### config.mk
export PLATFORM = sky130hd
export DESIGN_NAME = agpc_sector
export DESIGN_NICKNAME = d
export VERILOG_FILES = /design/src/rtl/agpc_pkg.sv /design/src/rtl/agpc_sector.sv
export SDC_FILE = /design/constraint.sdc
export NUM_CORES = 2
export LEC_CHECK = 0
export BUFFER_PORTS_ARGS = -buffer_cell sky130_fd_sc_hd__buf_4
export CAP_MARGIN = 20
export CORE_ASPECT_RATIO = 1.4
export CORE_MARGIN = 2
export CORE_UTILIZATION = 30
export DETAILED_ROUTE_END_ITERATION = 8
export PLACE_DENSITY = 0.43
export SETUP_SLACK_MARGIN = 0.15
export SYNTH_ARGS = -nofsm -noshare
export SYNTH_HDL_FRONTEND = slang
export SYNTH_SLANG_ARGS = --single-unit
### constraint.sdc
create_clock -name clk_i -period 19.65 [get_ports clk_i]
set_input_delay 2.9475 -clock clk_i [delete_from_list [all_inputs] [get_ports clk_i]]
set_output_delay 2.9475 -clock clk_i [all_outputs]
set_load 0.05 [all_outputs]
### src/rtl/agpc_pkg.sv
// ----------------------------------------------------------------------------
// agpc_pkg: shared definitions for the arc gauge pixel classifier
// Register indexes, field widths, ring offsets and the pipeline advance type.
// ----------------------------------------------------------------------------
`default_nettype none

package agpc_pkg;

  // Default parameter values.
  localparam int unsigned MaxDimDefault     = 1024;
  localparam int unsigned DirFracBitsDefault = 15;

  // Field widths fixed by the interface.
  localparam int unsigned CoordW  = 10;
  localparam int unsigned DimW    = 11;
  localparam int unsigned ModeW   = 4;
  localparam int unsigned DirW    = 32;
  localparam int unsigned CompW   = 16;
  localparam int unsigned PalW    = 48;
  localparam int unsigned ColorW  = 16;
  localparam int unsigned CfgW    = 48;
  localparam int unsigned CfgIdxW = 3;

  // Doubled coordinate and squared distance widths.
  localparam int unsigned DxW = DimW + 2;
  localparam int unsigned D2W = 2 * DimW + 2;

  // Largest screen size the 11-bit registers can hold.
  localparam int unsigned DimRegMax = (1 << DimW) - 1;

  // sin(80) and cos(80) in Q2.30.
  localparam longint Sin80Q30 = 64'sd1057429273;
  localparam longint Cos80Q30 = 64'sd186453311;

  // Ring bounds relative to m = min(width, height), doubled units.
  localparam int OutBandLo = 14;
  localparam int OutBandHi = 4;
  localparam int OutFillLo = 10;
  localparam int OutFillHi = 0;
  localparam int InRingLo  = 32;
  localparam int InRingHi  = 20;

  // Reset values of the configuration registers.
  localparam logic [DimW-1:0]  ScreenWidthRst  = DimW'(240);
  localparam logic [DimW-1:0]  ScreenHeightRst = DimW'(240);
  localparam logic [ModeW-1:0] LayerModeRst    = ModeW'(1);

  // Layer mode bits.
  localparam int unsigned ModeOuterOn   = 0;
  localparam int unsigned ModeInnerOn   = 1;
  localparam int unsigned ModeOuterFill = 2;
  localparam int unsigned ModeInnerFill = 3;

  typedef enum logic [CfgIdxW-1:0] {
    CFG_SCREEN_WIDTH   = 3'd0,
    CFG_SCREEN_HEIGHT  = 3'd1,
    CFG_LAYER_MODE     = 3'd2,
    CFG_OUTER_START    = 3'd3,
    CFG_OUTER_END      = 3'd4,
    CFG_INNER_START    = 3'd5,
    CFG_INNER_END      = 3'd6,
    CFG_PALETTE        = 3'd7
  } cfg_idx_e;

  // Load strobes for the two stages inside the sector test.
  typedef struct packed {
    logic prod;
    logic cmp;
  } adv_t;

endpackage : agpc_pkg

`default_nettype wire

### src/rtl/agpc_sector.sv
// ----------------------------------------------------------------------------
// agpc_sector: two-stage sector membership test
// Registers the four cross products, then the result of both edge tests.
// ----------------------------------------------------------------------------
`default_nettype none

module agpc_sector #(
  parameter int unsigned VW = agpc_pkg::CompW
) (
  input  wire                                 clk_i,
  input  agpc_pkg::adv_t                      adv_i,
  input  wire logic signed [agpc_pkg::DxW-1:0] dx_i,
  input  wire logic signed [agpc_pkg::DxW-1:0] dy_i,
  input  wire logic signed [VW-1:0]           start_x_i,
  input  wire logic signed [VW-1:0]           start_y_i,
  input  wire logic signed [VW-1:0]           end_x_i,
  input  wire logic signed [VW-1:0]           end_y_i,
  output logic                                inside_o
);

  localparam int unsigned PW = VW + agpc_pkg::DxW;

  logic signed [PW-1:0] sx_dy_q, sy_dx_q, ey_dx_q, ex_dy_q;
  logic                 inside_q;

  always_ff @(posedge clk_i) begin
    if (adv_i.prod) begin
      sx_dy_q <= start_x_i * dy_i;
      sy_dx_q <= start_y_i * dx_i;
      ey_dx_q <= end_y_i * dx_i;
      ex_dy_q <= end_x_i * dy_i;
    end
  end

  // Inside when Sx*dy - Sy*dx >= 0 and dx*Ey - dy*Ex >= 0.
  always_ff @(posedge clk_i) begin
    if (adv_i.cmp) begin
      inside_q <= (sx_dy_q >= sy_dx_q) && (ey_dx_q >= ex_dy_q);
    end
  end

  assign inside_o = inside_q;

endmodule : agpc_sector

`default_nettype wire

[Word level (Yosys, flattened, before mapping)]
Index checks and enable logic that the tools add are counted.
Storage, ports and cells
  output and inout port bits: 1
  input port bits: 93
  register bits after elaboration: 117
  logic and storage cells: 12
Operators by class
  $mul: 4
  reductions and logical operators: 1
  magnitude comparators: 2
Operator list (count)
  16-bit by 13-bit multiplier with 29-bit output: 4
  29-bit >= comparator: 2
  1-bit logical AND: 1

[Logic depth before layout (Yosys ltp)]
  depth after elaboration: 2
  mapped depth: 23
  depth with buffers taken out: 22

[Least setup slack after synthesis]
Ideal clock, no wire load.
  kind: input to register
  start point: input port dy_i[4] (netlist name)
  end point: register sx_dy_q[27], data pin
  path slack: 11.177 ns
  stages: 19
  path buffers: 2
  setup time: 0.266 ns
  data required time: 19.384 ns
  arrival time: 8.207 ns
  cells stage by stage: clkbuf_1 -> nand2_1 -> fa_1 -> fa_1 -> inv_1 -> fa_1 -> fa_1 -> fa_1 -> fa_1 -> ha_1 -> clkbuf_1 -> a21o_1 -> a31oi_1 -> o21ai_0 -> a31oi_1 -> o221ai_1 -> a41o_1 -> o41ai_1 -> xnor2_1
Between the ends
  word-level cells in the longest chain between the ends: 1
RTL lines
  start: declaration: line agpc_sector.sv:13  | input wire logic signed [agpc_pkg::DxW-1:0] dy_i,
  16-bit by 13-bit multiplier with 29-bit output: line agpc_sector.sv:28  | sx_dy_q <= start_x_i * dy_i;
  end signal: assignment: line agpc_sector.sv:28
  end: declaration: line agpc_sector.sv:23  | logic signed [PW-1:0] sx_dy_q, sy_dx_q, ey_dx_q, ex_dy_q;
No other way between the ends.
A chain may end at the register's enable or synchronous reset.

[Final worst setup path]
  start point: input port dx_i[12] (netlist name)
  end point: register sy_dx_q[27], data pin
Between the ends
  word-level cells in the longest chain between the ends: 1
RTL lines
  start: declaration: line agpc_sector.sv:12  | input wire logic signed [agpc_pkg::DxW-1:0] dx_i,
  16-bit by 13-bit multiplier with 29-bit output: line agpc_sector.sv:29  | sy_dx_q <= start_y_i * dx_i;
  end signal: assignment: line agpc_sector.sv:29
  end: declaration: line agpc_sector.sv:23
No other way between the ends.

==> reports/metrics.cfg <==
[outcome]
status=finished, final reports clean

[placed_design]
gp_congestion=0.786
portBuffers=93
hpwl_um=71300

[sta]
worst_pin_slew_ps=839
fin_crit_ps=8660
clock.fmax_mhz=115
slew_headroom=0.441
rsz0062_at_grt=false
maxSlewViolCount=0
setup_viol_count_final=0
final.period_utilization=0.441
hold_viol=0
setup_tns_ps=0
clock_skew_ps=8.42

[synthesis]
synth_edf_count=117
yosys_warnings=0
mappedNetlistNets=4870
syn_inst=3647
yosys.cell_types.count=62
avgSynthCellArea_sq_um=9.62
netlist_area_sq_um=35100
synthArstFlopShare=0
ys_seq_area_frac=0.100
synth-seq-cells=117
synthFlopType=edfxtp_1

[finish]
final_cell_mix=inv_1 (836), fa_1 (780), nand2_1 (445), and2_1 (360), ha_1 (350)
fillCellCount=12213
final_common_cell=inv_1
synthToLayoutAreaGrowth_pct=7.83
n_antenna_cell=0
layout-drive-gt1-share=0.0380
final_nets=4851

[floorplanning]
core.rowCount=148
die_h_um=409
dieArea_sq_um=120000
design.portCount=94
initial_core_util=0.302
core_sq_um=116000
die_x_um=293

[worst_setup_path]
startpoint=dx_i[12]
rrSetupSlack_ps=17150
start_kind=primary input
critPathArrivalTime_ps=8890
reg2regPathDepth=7
crit_type=primary input to register
path_max_fanout=14
crit_required_ps=19880
r2r-start=ex_dy_q[28]$_DFFE_PP_
endpoint_kind=register
r2r_end=inside_o$_DFFE_PP_
cp-endpoint=sy_dx_q[27]$_DFFE_PP_

[detailed_routing]
vias=23488
drt-total-wl_um=88800
route.antenna.remaining_nets=0
wire_per_inst_um=17.3
drcViolationCount=0
drtPass1Iterations=5
viasPerCell=4.57
drt-initial-drc-count=759

[global_routing]
grt_max_degree=65
grt_pass1_wl_um=149000
grt-ovfl-total=0
grtUsageTotal=0.157
first_global_vias=26694
antenna_found_initial=5

[worst_hold_path]
hold_path_depth=3
hp-class=register to register

[clock_tree]
clockBufferDepth=3
ctsResizeCount=0
cts_tree=done
clock_sink_count=117
htreeDepth=4
cts.clk_slew.worst_paths_ps=50
root_buffer=clkbuf_16
post_cts_buffers=0
insertion_delay_ps=490
cts_hold_buf=0
cts_buffers=25

[flow_run]
cap_violations=0

==> registers in the layout, summed over array words and instances (netlist names) <==
signal and count:
sx_dy_q 29, ex_dy_q 29, inside_o 1, ey_dx_q 29, sy_dx_q 29
==> how the worst min path moves through the flow <==
stage | to | start
after floorplan | inside_o$_DFFE_PP_ | sx_dy_q[28]$_DFFE_PP_
after global placement | inside_o$_DFFE_PP_ | sx_dy_q[28]$_DFFE_PP_
after detailed placement | inside_o$_DFFE_PP_ | sx_dy_q[28]$_DFFE_PP_
after CTS | inside_o$_DFFE_PP_ | sx_dy_q[28]$_DFFE_PP_
after global routing | inside_o$_DFFE_PP_ | sx_dy_q[28]$_DFFE_PP_
final | inside_o$_DFFE_PP_ | sx_dy_q[28]$_DFFE_PP_
==> cells by family after synthesis <==
group | share of synthesized area
buffers and inverters | 0.105
AO/OA/AOI/OAI | 0.0524
flip-flops | 0.100
XOR/XNOR | 0.0292
adder cells (fa/ha/maj) | 0.570
AND/OR/NAND/NOR | 0.144
==> area by class of cell <==
class | count | area, sq um | share of cell area
multi-input combinational | 2551 | 27900 | 0.737
sequential | 117 | 3510 | 0.0928
inverter | 837 | 3140 | 0.0830
tap | 1500 | 1880 | 0.0496
timing repair buffer | 96 | 721 | 0.0190
clock buffer | 27 | 633 | 0.0167
clock inverter | 6 | 50.0 | 0.00132
==> layer usage <==
layer | vias up | track usage | routed length, um
met3 | 82 | 0.00924 | 1930
met4 | 2 | 0.0341 | 1620
met2 | 306 | 0.277 | 44900
met5 | - | 0 | 16
li1 | 10925 | - | -
met1 | 12173 | 0.212 | 40400
==> metrics by stage <==
stage,util,hold WS [ps],cell area (sq um),setup slack [ps],std cells
final,0.326,1070,37800,10990,5134
after global routing,0.326,1130,37800,10660,5134
after CTS,0.326,1130,37800,10970,5134
after detailed placement,0.320,1090,37200,10470,5101
after global placement,0.320,1140,37200,10560,5101
after floorplan,-,845,35100,11180,3647
==> synth_stat cells, drive strengths merged, types with 4 or more instances <==
cell | instances | area [sq um]
clkbuf | 141 | 529
and2 | 360 | 2250
a21oi | 90 | 465
nand2 | 445 | 1670
o211ai | 4 | 30.0
a31oi | 5 | 31.3
o21a | 15 | 113
o31ai | 7 | 52.6
o21bai | 7 | 52.6
o41ai | 4 | 35.0
inv | 836 | 3140
and3 | 17 | 109
nand2b | 21 | 131
a2111oi | 5 | 87.6
o21ai | 48 | 240
fa | 780 | 15600
a211oi | 18 | 135
ha | 350 | 4380
nand3 | 21 | 105
nor2b | 10 | 62.6
edfxtp | 117 | 3510
nor3 | 17 | 85.1
nor4 | 9 | 56.3
nor2 | 93 | 349
nand4 | 15 | 93.8
a21o | 52 | 392
xor2 | 22 | 193
xnor2 | 95 | 832
or3 | 5 | 32.5
==> critical path, stage by stage <==
cell      delay, ps
buf_4           240
clkinv_1        460
buf_4           370
nor2_1          130
fa_1            440
fa_1            510
fa_1            430
fa_1            510
fa_1            420
ha_1            290
ha_1            360
a21oi_1         170
o21ai_0         150
or3_1           350
o211ai_1        180
a31oi_1         150
o41ai_1         440
o21ai_1         130
xor2_1          160
Power is not shown: default switching activity piles up to over one toggle a cycle in this logic, so the estimate is an artifact.
